**src/hdl/ilbm_body_byterun_decoder_macros.svh**
```systemverilog
// Assertion helpers shared by the decoder modules.
`ifndef ILBM_BODY_BYTERUN_DECODER_MACROS_SVH
`define ILBM_BODY_BYTERUN_DECODER_MACROS_SVH

// Same-cycle implication.
`define IBBD_ASSERT_HOLDS(label, clk, rst, ante, cons, msg) \
   label: assert property (@(posedge clk) disable iff (rst) (ante) |-> (cons)) \
      else $error(msg);

// Next-cycle implication.
`define IBBD_ASSERT_NEXT(label, clk, rst, ante, cons, msg) \
   label: assert property (@(posedge clk) disable iff (rst) (ante) |=> (cons)) \
      else $error(msg);

`endif

```
**src/hdl/ibbd_pkg.sv**
```systemverilog
package ibbd_pkg;

   localparam int DEF_OFFSET_BITS   = 24;
   localparam int DEF_MAX_ROW_BYTES = 4096;
   localparam int MAX_PLANES        = 25;

   localparam int OUT_OFFSET_W = 24;
   localparam int CSR_DATA_W   = 25;
   localparam int CSR_INDEX_W  = 3;

   localparam logic [7:0] RLE_NOP       = 8'h80;
   localparam logic [7:0] RLE_LIT_LIMIT = 8'h80;

   typedef enum logic [CSR_INDEX_W-1:0] {
      CSR_COMPRESSION     = 3'd0,
      CSR_ROW_BYTES       = 3'd1,
      CSR_PLANE_COUNT     = 3'd2,
      CSR_DEST_PLANES     = 3'd3,
      CSR_PLANE_ENABLE    = 3'd4,
      CSR_ROW_LIMIT       = 3'd5,
      CSR_DEST_ROW_STRIDE = 3'd6,
      CSR_START_OFFSET    = 3'd7
   } csr_index_type;

   typedef struct packed {
      logic        compression;
      logic [12:0] row_bytes;
      logic [4:0]  plane_count;
      logic [4:0]  dest_planes;
      logic [24:0] plane_enable;
      logic [12:0] row_limit;
      logic [13:0] dest_row_stride;
      logic [23:0] start_offset;
   } cfg_type;

   typedef struct packed {
      logic [4:0]              plane_index;
      logic [OUT_OFFSET_W-1:0] byte_offset;
      logic [7:0]              fill_value;
      logic [7:0]              repeat_res;
      logic                    image_done;
   } rsp_beat_type;

endpackage

```
**src/hdl/ibbd_walker.sv**
```systemverilog
`include "ilbm_body_byterun_decoder_macros.svh"

module ibbd_walker
   import ibbd_pkg::*;
#(
   parameter int OFFSET_BITS   = DEF_OFFSET_BITS,
   parameter int MAX_ROW_BYTES = DEF_MAX_ROW_BYTES
) (
   input  logic         clock,
   input  logic         reset,
   input  cfg_type      cfg,
   input  logic         accept,
   input  logic [7:0]   src_byte,
   input  logic         first,
   output logic         res_valid,
   output rsp_beat_type res
);

   // a packet may run up to 128 bytes past the row end
   localparam int COL_W = $clog2(MAX_ROW_BYTES + 128);

   logic [12:0]            row_ff, row_in, eff_row;
   logic [4:0]             plane_ff, plane_in, eff_plane;
   logic [COL_W-1:0]       col_ff, col_in, eff_col, col_new;
   logic [OFFSET_BITS-1:0] base_ff, base_in, eff_base, offset_w;
   logic [7:0]             lit_ff, lit_in, eff_lit;
   logic [7:0]             run_ff, run_in, eff_run;
   logic                   fin_ff, fin_in, eff_fin;

   logic [12:0] rb_eff;
   logic        skip;
   logic        emit;
   logic        pend;
   logic        done;
   logic        writable;
   logic [7:0]  rep;
   logic [5:0]  plane_next;
   logic [31:0] en_sh;

   // a first beat restarts the walk before the byte is decoded
   assign eff_row   = first ? '0 : row_ff;
   assign eff_plane = first ? '0 : plane_ff;
   assign eff_col   = first ? '0 : col_ff;
   assign eff_lit   = first ? '0 : lit_ff;
   assign eff_run   = first ? '0 : run_ff;
   assign eff_fin   = first ? 1'b0 : fin_ff;
   assign eff_base  = first ? OFFSET_BITS'(32'(cfg.start_offset)) : base_ff;

   assign rb_eff = (32'(cfg.row_bytes) > 32'(MAX_ROW_BYTES)) ? 13'(MAX_ROW_BYTES)
                                                            : cfg.row_bytes;

   assign skip = eff_fin || (rb_eff == '0) || (cfg.plane_count == '0) ||
                 (eff_row >= cfg.row_limit);

   assign offset_w = eff_base + OFFSET_BITS'(eff_col);

   assign en_sh    = 32'(cfg.plane_enable) >> eff_plane;
   assign writable = ({1'b0, eff_plane} < {1'b0, cfg.dest_planes}) &&
                     ({1'b0, eff_plane} < 6'(MAX_PLANES)) &&
                     (!cfg.compression || en_sh[0]);

   always_comb begin
      row_in     = eff_row;
      plane_in   = eff_plane;
      col_in     = eff_col;
      base_in    = eff_base;
      lit_in     = eff_lit;
      run_in     = eff_run;
      fin_in     = eff_fin;
      emit       = 1'b0;
      pend       = 1'b0;
      done       = 1'b0;
      rep        = '0;
      col_new    = eff_col;
      plane_next = '0;
      if (!skip) begin
         if (!cfg.compression) begin
            // raw rows: drop any packet state left from run-length mode
            lit_in = '0;
            run_in = '0;
            emit   = 1'b1;
            rep    = 8'd1;
            pend   = 1'b1;
         end else if (eff_run != '0) begin
            emit   = 1'b1;
            rep    = eff_run;
            run_in = '0;
            pend   = 1'b1;
         end else if (eff_lit != '0) begin
            emit   = 1'b1;
            rep    = 8'd1;
            lit_in = eff_lit - 8'd1;
            pend   = (eff_lit == 8'd1);
         end else if (src_byte < RLE_LIT_LIMIT) begin
            lit_in = src_byte + 8'd1;
         end else if (src_byte != RLE_NOP) begin
            run_in = 8'(9'd257 - {1'b0, src_byte});
         end
         col_new = eff_col + COL_W'(rep);
         col_in  = col_new;
         if (pend && (32'(col_new) >= 32'(rb_eff))) begin
            col_in     = '0;
            plane_next = {1'b0, eff_plane} + 6'd1;
            if (plane_next >= {1'b0, cfg.plane_count}) begin
               plane_in = '0;
               row_in   = eff_row + 13'd1;
               base_in  = eff_base + OFFSET_BITS'(cfg.dest_row_stride);
               if (row_in >= cfg.row_limit) begin
                  fin_in = 1'b1;
                  done   = 1'b1;
               end
            end else begin
               plane_in = plane_next[4:0];
            end
         end
      end
   end

   always_comb begin
      res_valid = (emit && writable) || done;
      if (emit && writable) begin
         res.plane_index = eff_plane;
         res.byte_offset = OUT_OFFSET_W'(32'(offset_w));
         res.fill_value  = src_byte;
         res.repeat_res  = rep;
      end else begin
         // done marker: no write, fields zero but image_done
         res.plane_index = '0;
         res.byte_offset = '0;
         res.fill_value  = '0;
         res.repeat_res  = '0;
      end
      res.image_done = done;
   end

   always_ff @(posedge clock) begin
      if (reset) begin
         row_ff   <= '0;
         plane_ff <= '0;
         col_ff   <= '0;
         base_ff  <= '0;
         lit_ff   <= '0;
         run_ff   <= '0;
         fin_ff   <= 1'b0;
      end else if (accept) begin
         row_ff   <= row_in;
         plane_ff <= plane_in;
         col_ff   <= col_in;
         base_ff  <= base_in;
         lit_ff   <= lit_in;
         run_ff   <= run_in;
         fin_ff   <= fin_in;
      end
   end

   `IBBD_ASSERT_HOLDS(a_zero_repeat_is_marker, clock, reset,
      accept && res_valid && (res.repeat_res == 8'd0), res.image_done,
      "result without write must be the done marker")
   `IBBD_ASSERT_NEXT(a_done_sets_finished, clock, reset,
      accept && done, fin_ff && (row_ff == cfg.row_limit),
      "last row completed but walk not finished")
   `IBBD_ASSERT_HOLDS(a_run_or_literals, clock, reset,
      1'b1, (run_ff == 8'd0) || (lit_ff == 8'd0),
      "run and literal packet pending together")

endmodule

```
**src/hdl/ibbd_rsp_queue.sv**
```systemverilog
`include "ilbm_body_byterun_decoder_macros.svh"

module ibbd_rsp_queue
   import ibbd_pkg::*;
(
   input  logic         clock,
   input  logic         reset,
   input  logic         push,
   input  rsp_beat_type push_beat,
   output logic         full,
   output logic         out_valid,
   output rsp_beat_type out_beat,
   input  logic         pop
);

   rsp_beat_type slot_ff [2];
   logic         wr_ptr_ff, wr_ptr_in;
   logic         rd_ptr_ff, rd_ptr_in;
   logic [1:0]   count_ff, count_in;

   assign full      = (count_ff == 2'd2);
   assign out_valid = (count_ff != 2'd0);
   assign out_beat  = slot_ff[rd_ptr_ff];

   always_comb begin
      wr_ptr_in = push ? ~wr_ptr_ff : wr_ptr_ff;
      rd_ptr_in = pop ? ~rd_ptr_ff : rd_ptr_ff;
      count_in  = count_ff + 2'(push) - 2'(pop);
   end

   always_ff @(posedge clock) begin
      if (push) begin
         slot_ff[wr_ptr_ff] <= push_beat;
      end
   end

   always_ff @(posedge clock) begin
      if (reset) begin
         wr_ptr_ff <= 1'b0;
         rd_ptr_ff <= 1'b0;
         count_ff  <= '0;
      end else begin
         wr_ptr_ff <= wr_ptr_in;
         rd_ptr_ff <= rd_ptr_in;
         count_ff  <= count_in;
      end
   end

   `IBBD_ASSERT_HOLDS(a_count_bounded, clock, reset,
      1'b1, count_ff <= 2'd2, "result queue count out of range")
   `IBBD_ASSERT_HOLDS(a_no_push_when_full, clock, reset,
      full, !push, "beat pushed into full result queue")
   `IBBD_ASSERT_NEXT(a_fill_to_full, clock, reset,
      push && !pop && (count_ff == 2'd1), full,
      "queue did not fill on second beat")

endmodule

```
**src/hdl/ilbm_body_byterun_decoder.sv**
```systemverilog
// A result beat is registered in the result queue when its source byte is accepted and is presented from there on rsp_.
// Throughput: one source byte per cycle while req_stall is low; each byte is decoded in the cycle it is taken.
// A two-beat result queue sets the limit: req_stall rises only while two beats wait.
// Reset: synchronous, active high; registers return to their defaults (ByteRun1,
// row_bytes 2, one plane) and the walk state and result queue are cleared.
module ilbm_body_byterun_decoder
   import ibbd_pkg::*;
#(
   parameter int OFFSET_BITS   = DEF_OFFSET_BITS,
   parameter int MAX_ROW_BYTES = DEF_MAX_ROW_BYTES
) (
   input  logic                    clock,
   input  logic                    reset,
   input  logic                    csr_wr_en,
   input  logic [CSR_INDEX_W-1:0]  csr_index,
   input  logic [CSR_DATA_W-1:0]   csr_wdata,
   input  logic                    req_valid,
   output logic                    req_stall,
   input  logic [7:0]              req_src_byte,
   input  logic                    req_first,
   output logic                    rsp_valid,
   input  logic                    rsp_stall,
   output logic [4:0]              rsp_plane_index,
   output logic [OUT_OFFSET_W-1:0] rsp_byte_offset,
   output logic [7:0]              rsp_fill_value,
   output logic [7:0]              rsp_repeat_res,
   output logic                    rsp_image_done
);

   cfg_type      csr_ff, csr_in;
   logic         accept;
   logic         res_valid;
   rsp_beat_type res;
   logic         q_full;
   rsp_beat_type out_beat;

   always_comb begin
      csr_in = csr_ff;
      if (csr_wr_en) begin
         case (csr_index_type'(csr_index))
            CSR_COMPRESSION:     csr_in.compression     = csr_wdata[0];
            CSR_ROW_BYTES:       csr_in.row_bytes       = csr_wdata[12:0];
            CSR_PLANE_COUNT:     csr_in.plane_count     = csr_wdata[4:0];
            CSR_DEST_PLANES:     csr_in.dest_planes     = csr_wdata[4:0];
            CSR_PLANE_ENABLE:    csr_in.plane_enable    = csr_wdata[24:0];
            CSR_ROW_LIMIT:       csr_in.row_limit       = csr_wdata[12:0];
            CSR_DEST_ROW_STRIDE: csr_in.dest_row_stride = csr_wdata[13:0];
            CSR_START_OFFSET:    csr_in.start_offset    = csr_wdata[23:0];
            default:             csr_in = csr_ff;
         endcase
      end
   end

   always_ff @(posedge clock) begin
      if (reset) begin
         csr_ff.compression     <= 1'b1;
         csr_ff.row_bytes       <= 13'd2;
         csr_ff.plane_count     <= 5'd1;
         csr_ff.dest_planes     <= '0;
         csr_ff.plane_enable    <= '0;
         csr_ff.row_limit       <= '0;
         csr_ff.dest_row_stride <= '0;
         csr_ff.start_offset    <= '0;
      end else begin
         csr_ff <= csr_in;
      end
   end

   assign req_stall = q_full;
   assign accept    = req_valid && !req_stall;

   ibbd_walker #(
      .OFFSET_BITS   (OFFSET_BITS),
      .MAX_ROW_BYTES (MAX_ROW_BYTES)
   ) u_walker (
      .clock     (clock),
      .reset     (reset),
      .cfg       (csr_ff),
      .accept    (accept),
      .src_byte  (req_src_byte),
      .first     (req_first),
      .res_valid (res_valid),
      .res       (res)
   );

   ibbd_rsp_queue u_rsp_queue (
      .clock     (clock),
      .reset     (reset),
      .push      (accept && res_valid),
      .push_beat (res),
      .full      (q_full),
      .out_valid (rsp_valid),
      .out_beat  (out_beat),
      .pop       (rsp_valid && !rsp_stall)
   );

   assign rsp_plane_index = out_beat.plane_index;
   assign rsp_byte_offset = out_beat.byte_offset;
   assign rsp_fill_value  = out_beat.fill_value;
   assign rsp_repeat_res  = out_beat.repeat_res;
   assign rsp_image_done  = out_beat.image_done;

endmodule

```
**config.mk**
```make
export PLATFORM = sky130hd
export DESIGN_NAME = ilbm_body_byterun_decoder
export DESIGN_NICKNAME = d
export VERILOG_FILES = /design/src/hdl/ibbd_pkg.sv /design/src/hdl/ibbd_walker.sv /design/src/hdl/ibbd_rsp_queue.sv /design/src/hdl/ilbm_body_byterun_decoder.sv
export VERILOG_INCLUDE_DIRS = /design/src /design/src/hdl
export SDC_FILE = /design/constraint.sdc
export NUM_CORES = 1
export LEC_CHECK = 0
export ABC_AREA = 1
export BUFFER_PORTS_ARGS = -buffer_cell sky130_fd_sc_hd__clkbuf_2
export CORE_MARGIN = 2
export CORE_UTILIZATION = 45
export DETAILED_ROUTE_END_ITERATION = 12
export PLACE_DENSITY = 0.71
export SLEW_MARGIN = 10
export SYNTH_ARGS = -nofsm -noshare
export SYNTH_HDL_FRONTEND = slang
export SYNTH_SLANG_ARGS = --single-unit
export TNS_END_PERCENT = 10
```
**constraint.sdc**
```tcl
create_clock -name clock -period 8.14 [get_ports clock]
set_input_delay 0 -clock clock [delete_from_list [all_inputs] [get_ports clock]]
set_output_delay 0 -clock clock [all_outputs]
set_load 0.01 [all_outputs]
```
* Word-level counts from Yosys, hierarchy flattened
Memory sizes are Yosys's and may differ from the RTL's. A register that Yosys moved wholly into a read port is not among the register bits. Index checks and enable logic that the tools add are counted.
Storage, ports and cells: register bits 176, bits in latches 0, RAM bits 92, bits in read-only memories 0, output and inout bits 48, memories kept 1
Memories:
- u_rsp_queue.slot_ff | depth 2, width 46, read ports 1, clocked after Yosys merged registers in 1, wr ports 1, RTL line ibbd_rsp_queue.sv:16 | rsp_beat_type slot_ff [2];
Operators by class: add/sub/neg operators 10, multiply operators 0, div/mod/pow operators 0, order comparisons 8, eq/ne operators 10, shift-type cells 1, muxes and demuxes 56, bitwise gates (word level) 2, reductions and logical operators 29
Operators with widths (count):
- two-way mux 8 bit | 17
- two-way mux 13 bit | 8
- two-way mux 24 bit | 4
- two-way mux 45 bit | 1
- >= comparator 13 bit | 3
- >> shifter 25 x 5 -> 1 bit | 1
- adder 24 x 13 -> 24 bit | 1
- adder 24 x 14 -> 24 bit | 1
- two-way mux 1 bit | 22
- two-way mux 5 bit | 4
- AND reduction 2 bit | 8
- nonzero test 8 bit | 2
- adder 13 x 1 -> 13 bit, second input constant | 1
- adder 13 x 8 -> 13 bit | 1
- > comparator 13 bit, second input constant | 1
- logical NOT 13 bit | 1
- equality test 3 bit, second input constant | 4
- adder 8 x 1 -> 8 bit, second input constant | 1
- equality test 8 x 1 -> 1 bit, second input constant | 1
- < comparator 8 bit, second input constant | 1
- inequality test 8 bit, second input constant | 1
- subtractor 1 x 8 -> 8 bit, first input constant | 1
- subtractor 8 x 1 -> 8 bit, second input constant | 1
- logical AND 1 bit | 7
- other kinds (15) | 23

* Logic depth before layout (Yosys ltp)
Gate-level depths: netlist of run 1.
depth in word-level cells 16, mapped depth 40

* Cells and area by module
A second synthesis of run 1 with hierarchy kept.
Unflattened totals: cell total of the unflattened synthesis 2188, area, all modules 16529.6 um^2
Modules (own cells, without submodules):
- ibbd_walker | times used 1, cells an instance 1430, area each 8795.9 um^2
- ilbm_body_byterun_decoder | times used 1, cells an instance 584, area each 3987.6 um^2
- ibbd_rsp_queue | times used 1, cells an instance 174, area each 3746.1 um^2

* Worst setup path before layout of run 1
No wires, ideal clock.
path kind in2reg, start point input port req_first, end point memory u_rsp_queue.slot_ff[0][0] (netlist bit), enable pin, library setup time 450 ps, data arrival time 6130 ps, required time 7690 ps, setup slack 1560 ps, stages 35, buffers on the path 5, path through buf_6 -> inv_4 -> buf_6 -> buf_6 -> buf_6 -> clkbuf_1 -> nand2_1 -> ha_1 -> nand2_1 -> nor2_8 -> nand3_1 -> nand2_1 -> inv_1 -> ha_1 -> inv_1 -> fa_1 -> o21ai_0 -> nand2_1 -> nand2_1 -> nand2_1 -> nand2_1 -> inv_1 -> ha_1 -> nand2_1 -> inv_1 -> nand3_1 -> nor3_1 -> nand2_1 -> nand3_1 -> nand2_4 -> nor2_4 -> nand2_1 -> nand2_1 -> nand2_1 -> nor2_1
Between the ends: longest elaborated chain between the ends 15, elaborated cells on any way between the ends 47
Ends and longest elaborated chain:
- start: declaration | RTL line ilbm_body_byterun_decoder.sv:20 | input logic req_first,
- two-way mux 8 bit | RTL line ibbd_walker.sv:44 | assign eff_lit = first ? '0 : lit_ff;
- nonzero test 8 bit | RTL line ibbd_walker.sv:89 | end else if (eff_lit != '0) begin
- two-way mux 1 bit | RTL line ibbd_walker.sv:89
- two-way mux 8 bit | RTL line ibbd_walker.sv:84 | end else if (eff_run != '0) begin
- two-way mux 8 bit | RTL line ibbd_walker.sv:77 | if (!cfg.compression) begin
- two-way mux 8 bit | RTL line ibbd_walker.sv:76 | if (!skip) begin
- adder 13 x 8 -> 13 bit | RTL line ibbd_walker.sv:99 | col_new = eff_col + COL_W'(rep);
- >= comparator 13 bit | RTL line ibbd_walker.sv:101 | if (pend && (32'(col_new) >= 32'(rb_eff))) begin
- logical AND 1 bit | RTL line ibbd_walker.sv:101
- two-way mux 1 bit | RTL line ibbd_walker.sv:101
- two-way mux 1 bit | RTL line ibbd_walker.sv:76
- logical OR 1 bit * | RTL line ibbd_walker.sv:120 | res_valid = (emit && writable) || done;
- logical AND 1 bit * | RTL line ilbm_body_byterun_decoder.sv:89 | .push (accept && res_valid),
- two-way mux 1 bit * | RTL line ibbd_rsp_queue.sv:32 | if (push) begin
- two-way mux 1 bit (not written as such) * | RTL line ibbd_rsp_queue.sv:33 | slot_ff[wr_ptr_ff] <= push_beat;
- end: declaration | RTL line ibbd_rsp_queue.sv:16
Mark *: on every way between the ends. The rest lies on a longest branch, timed or not. The select of a mux whose other input is x is not followed.

* Worst setup path after layout of run 1
start point register u_walker.lit_ff[0], end point memory u_rsp_queue.slot_ff[0][26] (netlist bit), enable pin
Between the ends: longest elaborated chain between the ends 15, elaborated cells on any way between the ends 25
Ends and longest elaborated chain:
- start: declaration | RTL line ibbd_walker.sv:26 | logic [7:0] lit_ff, lit_in, eff_lit;
- start signal: assignment | RTL line ibbd_walker.sv:150 | lit_ff <= lit_in;
- two-way mux 8 bit * | RTL line ibbd_walker.sv:44
- nonzero test 8 bit | RTL line ibbd_walker.sv:89
- two-way mux 1 bit | RTL line ibbd_walker.sv:89
- two-way mux 8 bit | RTL line ibbd_walker.sv:84
- two-way mux 8 bit | RTL line ibbd_walker.sv:77
- two-way mux 8 bit | RTL line ibbd_walker.sv:76
- adder 13 x 8 -> 13 bit | RTL line ibbd_walker.sv:99
- >= comparator 13 bit | RTL line ibbd_walker.sv:101
- logical AND 1 bit | RTL line ibbd_walker.sv:101
- two-way mux 1 bit | RTL line ibbd_walker.sv:101
- two-way mux 1 bit | RTL line ibbd_walker.sv:76
- logical OR 1 bit * | RTL line ibbd_walker.sv:120
- logical AND 1 bit * | RTL line ilbm_body_byterun_decoder.sv:89
- two-way mux 1 bit * | RTL line ibbd_rsp_queue.sv:32
- two-way mux 1 bit (not written as such) * | RTL line ibbd_rsp_queue.sv:33
Marked as above.

==> results of run 1 <==
[cell families (layout without fill, tap and decap cells)]
family,after synthesis,after routing
compound gates,448,448
xor+xnor,51,51
fa+ha+maj,97,97
buf+inv,349,460
flops,269,269
mux,48,48
simple gates,867,867
[routing by layer]
layer | vias up | wire (um) | share of wire [%]
li1 | 7206 | - | -
met1 | 6743 | 21200 | 47
met2 | 497 | 20200 | 44
met3 | 70 | 3150 | 6.9
met4 | 0 | 1040 | 2.3
met5 | - | 0 | 0
[worst min path at each step]
stage | endpoint | depth (start not counted) | start
floorplan | csr_ff[87]$_SDFFE_PP1P_ | 2 | csr_wdata[1]
global placement | csr_ff[75]$_SDFFE_PP0P_ | 3 | csr_wdata[24]
detailed placement | csr_ff[75]$_SDFFE_PP0P_ | 3 | csr_wdata[24]
CTS | u_walker.run_ff[6]$_SDFFE_PP0P_ | 7 | req_src_byte[7]
global route | u_walker.run_ff[6]$_SDFFE_PP0P_ | 7 | req_src_byte[7]
finish | u_walker.run_ff[6]$_SDFFE_PP0P_ | 7 | req_src_byte[7]
[cell type report]
class                      count  share of cell area [%]
timing repair buffer         138                    5.01
clock buffer                  37                    4.56
sequential                   269                    34.7
multi-input combinational   1511                    45.9
tap                          461                    3.17
clock inverter                20                    1.10
inverter                     265                    5.51
[cells in the mapped netlist (18+ instances only)]
cell	n	area share (%)
nor3_1	18	0.56
dfxtp_1	177	22
inv_1	252	5.9
nor2_1	299	7.0
nand3_1	99	3.1
edfxtp_1	92	17
o211ai_1	37	1.7
ha_1	94	7.3
a21oi_1	182	5.7
clkbuf_1	53	1.2
xor2_1	30	1.6
xnor2_1	20	1.1
nand2_1	376	8.8
o21ai_0	188	5.9
mux2_2	46	3.2
[layout by cell type (no fill, tap or decap), types with 5 or more instances in the layout]
cell and instances:
clkinv_1 5, a21oi_1 182, dlygate4sd3_1 39, edfxtp_1 92, nand4_1 16, clkbuf_2 89, buf_4 10, clkinvlp_4 5
nand2_2 8, inv_1 250, or2_2 6, clkbuf_16 31, o21ai_0 188, ha_1 94, nand3_1 99, xor2_1 30
nor3_1 18, nor3_2 9, xnor2_1 20, dfxtp_1 176, inv_2 9, nor2_4 5, o21ai_1 15, nand2_1 375
clkinv_2 7, nor2_2 11, o211ai_1 37, nor2_1 298, mux2_2 46
[power by group through the flow]
stage | Combinational (mW) | Clock (mW) | Sequential, mW
6_report | 1.21 | 1.40 | 1.57
2_1_floorplan | 0.903 | 0 | 1.55
3_3_place_gp | 1.17 | 0 | 1.59
5_1_grt | 1.36 | 1.48 | 1.58
4_1_cts | 1.20 | 1.43 | 1.57
3_5_place_dp | 1.18 | 0 | 1.59
[sequential cells by signal (all words and copies together) (netlist names), named ones only]
name and cells:
u_rsp_queue.rd_ptr_ff 1, u_walker.plane_ff 5, u_walker.col_ff 13, u_walker.base_ff 24
csr_ff 100, u_rsp_queue.wr_ptr_ff 1, u_walker.fin_ff 1, u_walker.run_ff 8
u_rsp_queue.count_ff 2, u_walker.lit_ff 8, u_walker.row_ff 13, u_rsp_queue.slot_ff 92
[worst max-delay path: cells and delay by family (launching register included)]
kind	cells	cell delay (ns)
flip-flops	1	0.30
AO/OA/AOI/OAI	1	0.46
buffers and inverters	7	0.81
adder cells (fa/ha/maj)	4	1.09
AND/OR/NAND/NOR	20	2.87
[repair_timing]
action / in CTS / in global routing
hold endpoints to repair: 121 / 0
endpoints found under the setup margin: 0 / 0
resized for setup: 0 / 0
hold buffers: 39 / 0
==> results.py, run 1 <==
metrics = {
    "timing": {
        "rsz0062_at_grt": "no",
        "whs_ns": 0.0516,
        "skew_ns": 0.0156,
        "hold_violations": 0,
        "tns_ns": 0,
        "worstMarginPinSlew_ns": 1.09,
        "slew-limit-headroom_pct": 27.6,
        "slew_viol_final": 0,
        "setup_viol": 0,
        "min_period_ns": 5.89,
        "clock.fmax_mhz": 170,
        "min_period_over_period_pct": 72.4,
        "worst_slack_ns": 2.25,
    },
    "layout": {
        "area_growth_pct": 13.2,
        "register_area_um2": 6310,
        "nets": 2355,
        "antenna_cells": 0,
        "post-route-cell-area_um2": 18200,
        "post-route-util_pct": 51.5,
        "drive_above_1_share_pct": 11.7,
        "final_cells": 2701,
        "n_fill_cell": 3367,
        "multi_input_area_um2": 8350,
    },
    "detailed_routing": {
        "postRouteAntennaNets": 0,
        "drt_wl_total_um": 45600,
        "first_iter_violations": 1423,
        "avgViaCountPerCell": 5.37,
        "drt_pass1_iterations": 6,
        "via_count": 14500,
        "wire_per_inst_um": 16.9,
        "drc_errors": 0,
    },
    "setup_path": {
        "startpoint": "u_walker.lit_ff[0]$_SDFFE_PP0P_",
        "timing.rr.start": "u_walker.lit_ff[0]$_SDFFE_PP0P_",
        "cp_max_fo": 34,
        "startpoint_type": "register",
        "r2r_cells": 32,
        "crit_slowest_cell": "nor2_4",
        "cp_slowest_stage_delay_ns": 0.78,
        "cp.required_ns": 8.41,
        "cp-end-kind": "register",
        "worst-setup-path-type": "register to register",
        "crit_path_frequent_cell": "nand2_1",
        "critPathArrivalTime_ns": 6.16,
        "r2r-end": "u_rsp_queue.slot_ff[0][26]$_DFFE_PP_",
        "endpoint": "u_rsp_queue.slot_ff[0][26]$_DFFE_PP_",
        "reg2reg_setup_slack_ns": 2.25,
    },
    "yosys": {
        "netlist_area_um2": 16000,
        "yosys_warnings": 0,
        "synthAdderAreaFrac_pct": 7.70,
        "synth_nets": 2268,
        "yosys.area_share.xor_xnor_pct": 2.83,
        "yosys.area_share.simple_pct": 23.1,
        "ys.flop_type": "dfxtp_1",
        "postSynthAreaPerCell_um2": 7.54,
        "ys_ff_latch": 269,
        "synthArstFlopShare_pct": 0,
        "synth_edf_count": 92,
        "synth_seq_area_share_pct": 39.3,
        "ys_types": 56,
        "synth_top_family_by_area": "simple AND/OR/NAND/NOR gates",
        "synth_mux_area_share_pct": 3.35,
        "synth_compound_area_share_pct": 14.9,
        "synth_cells": 2129,
    },
    "job": {
        "maxCapViolations": 0,
    },
    "power_and_ir_drop": {
        "ir_drop_mv": 0.170,
        "pwr-share-clk_pct": 33.6,
        "combPwrFrac_pct": 28.9,
        "power_switching_mw": 1.45,
        "switching_share_pct": 34.8,
        "seqPwrFrac_pct": 37.5,
        "p_per_area_nw_per_um2": 230,
        "power_mw": 4.18,
        "internal-power_mw": 2.72,
        "leakagePower_nw": 8.20,
    },
    "cts": {
        "cts_root_buf": "clkbuf_16",
        "htreeDepth": 1,
        "cts_tree": "built",
        "clockBufferDepth": 3,
        "clock-sinks": 269,
        "clk_pin_slew_ns": 0.06,
        "clk_latency_ns": 0.58,
        "numCtsBuffers": 31,
        "postCtsSetupBuffers": 0,
    },
    "global_routing": {
        "busiest_layer": "met2",
        "grt_pass1_wl_um": 72700,
        "antenna_found_initial": 0,
        "grt_usage_pct": 24.8,
        "use_met2_pct": 40.0,
        "grt_pass1_vias": 13800,
        "use_met3_pct": 3.62,
        "grt_max_degree": 115,
        "grt.overflow.total": 0,
        "grtUsageMet1_pct": 34.7,
    },
    "worst_hold_path": {
        "hold_path_class": "primary input to register",
    },
    "die": {
        "rows": 69,
        "die_h_um": 193,
        "coreArea_um2": 35300,
        "floorplan.initialDensity_pct": 45.4,
        "io_pins": 90,
        "die_area_um2": 37200,
        "fp.dieW_um": 193,
    },
    "placement": {
        "placed_cells": 2605,
        "hpwl_um": 31900,
        "dp_slack_ns": 1.93,
        "dpl-instance-area_um2": 16800,
        "portBuffers": 89,
        "gp_congestion": 0.906,
    },
    "status": {
        "status": "finished clean",
    },
}
(Power assumes the default switching activity.)
==> inputs of run 2 (changes only) <==
==> constraint.sdc (replaced) <==
create_clock -name clock -period 5.77 [get_ports clock]
set_input_delay 0 -clock clock [delete_from_list [all_inputs] [get_ports clock]]
set_output_delay 0 -clock clock [all_outputs]
set_load 0.01 [all_outputs]
==> run 2 against run 1 <==
Net effect: clock-buffer cell count up 4; worst hold slack improved by 0.064 ns; sequential power rose by 41%; sequential cell count did not move.
==> results.py, run 2 (synthesis results as in run 1) <==
metrics = {
    "status": {
        "status": "finished clean",
    },
    "detailed_routing": {
        "first_iter_violations": 1115,
        "met2_length_um": 20800,
        "via_count": 14600,
        "avgViaCountPerCell": 5.39,
        "top_layer": "met5",
        "drc_errors": 0,
        "met1Wirelength_um": 20200,
        "met3WireLength_um": 3530,
        "postRouteAntennaNets": 0,
        "drt_pass1_iterations": 7,
        "drt_wl_total_um": 46000,
        "wire_per_inst_um": 17.0,
    },
    "setup_path": {
        "cp.required_ns": 5.96,
        "path_buf_inv": 5,
        "crit_family": "simple AND/OR/NAND/NOR gates",
        "startpoint_type": "register",
        "crit_path_frequent_cell": "nand2_1",
        "worst-setup-path-type": "register to register",
        "cp_max_fo": 46,
        "crit_slowest_cell": "buf_4",
        "cp_slowest_stage_delay_ns": 0.47,
        "critPathArrivalTime_ns": 5.29,
        "cp-end-kind": "register",
    },
    "placement": {
        "gp_congestion": 0.937,
        "hpwl_um": 32700,
        "portBuffers": 89,
    },
    "die": {
        "coreArea_um2": 35300,
        "floorplan.initialDensity_pct": 45.4,
        "io_pins": 90,
        "die_area_um2": 37200,
        "fp.dieW_um": 193,
        "die_h_um": 193,
        "rows": 69,
    },
    "cts": {
        "numCtsBuffers": 30,
        "clockBufferDepth": 3,
        "clk_pin_slew_ns": 0.06,
        "htreeDepth": 1,
        "cts_root_buf": "clkbuf_16",
        "cts_tree": "built",
        "clock-sinks": 269,
        "clk_latency_ns": 0.58,
    },
    "power_and_ir_drop": {
        "ir_drop_mv": 0.237,
        "p_per_area_nw_per_um2": 320,
        "leakagePower_nw": 8.20,
        "power_mw": 5.83,
    },
    "timing": {
        "min_period_over_period_pct": 88.4,
        "hold_violations": 0,
        "slew-limit-headroom_pct": 28.3,
        "slew_viol_final": 0,
        "worstMarginPinSlew_ns": 1.07,
        "rsz0062_at_grt": "no",
        "setup_viol": 0,
        "clock.fmax_mhz": 196,
        "min_period_ns": 5.10,
        "skew_ns": 0.0237,
        "tns_ns": 0,
    },
    "global_routing": {
        "grt_usage_pct": 24.9,
        "grt_pass1_vias": 13900,
        "grt_max_degree": 69,
        "grt.overflow.total": 0,
        "antenna_found_initial": 2,
        "grt_pass1_wl_um": 72800,
    },
    "layout": {
        "drive_above_1_share_pct": 11.7,
        "n_fill_cell": 3382,
        "final_cell_mix": "nand2_1 (374), nor2_1 (298), inv_1 (250), o21ai_0 (187), a21oi_1 (182)",
        "regMostFlops": "csr_ff",
        "nets": 2362,
        "mostFrequentLayoutCell": "nand2_1",
        "reg_top3": "csr_ff (100), u_rsp_queue.slot_ff (92), u_walker.base_ff (24)",
        "area_growth_pct": 13.4,
        "largest_reg_flops": 100,
    },
    "job": {
        "maxCapViolations": 0,
    },
    "worst_hold_path": {
        "hold_path_class": "primary input to register",
    },
}
-- run 2: final timing paths --
check	endpoint	startpoint	slack (ns)	depth (start not counted)
min	u_rsp_queue.count_ff[0]$_SDFF_PP0_	reset	0.12	3
min reg2reg	register	u_rsp_queue.rd_ptr_ff$_SDFFE_PP0P_	0.45	1
max reg2reg	u_rsp_queue.slot_ff[0][24]$_DFFE_PP_	u_walker.lit_ff[0]$_SDFFE_PP0P_	0.67	30
max	u_rsp_queue.slot_ff[0][24]$_DFFE_PP_	u_walker.lit_ff[0]$_SDFFE_PP0P_	0.67	30
-- run 2: per-layer routing --
metal / track usage, % / up-vias
li1: - / 7220
met1: 33.2 / 6746
met2: 41.1 / 526
met3: 4.04 / 101
met4: 8.02 / 2
met5: 0 / -
-- run 2: cell type report --
class / instances / area, um^2 / share of cell area (%)
Multi-Input combinational cell: 1511 / 8350 / 45.9
Inverter: 265 / 1000 / 5.50
Clock inverter: 15 / 136 / 0.749
Timing Repair Buffer: 146 / 988 / 5.43
Antenna cell: 1 / 2.50 / 0.0137
Sequential cell: 269 / 6310 / 34.7
Tap cell: 461 / 577 / 3.17
Clock buffer: 41 / 833 / 4.58
-- run 2: repair_timing --
action                                  CTS  global route
hold endpoints to repair                119             0
hold buffers                             41             0
resized for setup                         0             3
buffers inserted                          0             1
endpoints found under the setup margin    0            81
-- run 2: power by group --
part	switching (mW)	internal [mW]
combinational	1.14	0.589
clock	0.798	1.10
sequential	0.109	2.10
-- run 2: tightest hold or removal path: stages --
cell      delay (ns)
clkbuf_2        0.08
buf_4           0.37
nor2_1          0.17
-- run 2: metrics by stage --
step | util (%) | setup WS [ns] | instance area, um^2 | hold slack, ns | cells
2_1_floorplan | - | 0.252 | 16100 | 0.130 | 2129
3_3_place_gp | 47.6 | 0.587 | 16800 | 0.285 | 2610
3_5_place_dp | 47.6 | 0.415 | 16800 | 0.293 | 2610
4_1_cts | 51.5 | 0.384 | 18200 | 0.0793 | 2707
5_1_grt | 51.5 | 0.0565 | 18200 | 0.115 | 2708
6_report | 51.5 | 0.671 | 18200 | 0.115 | 2709
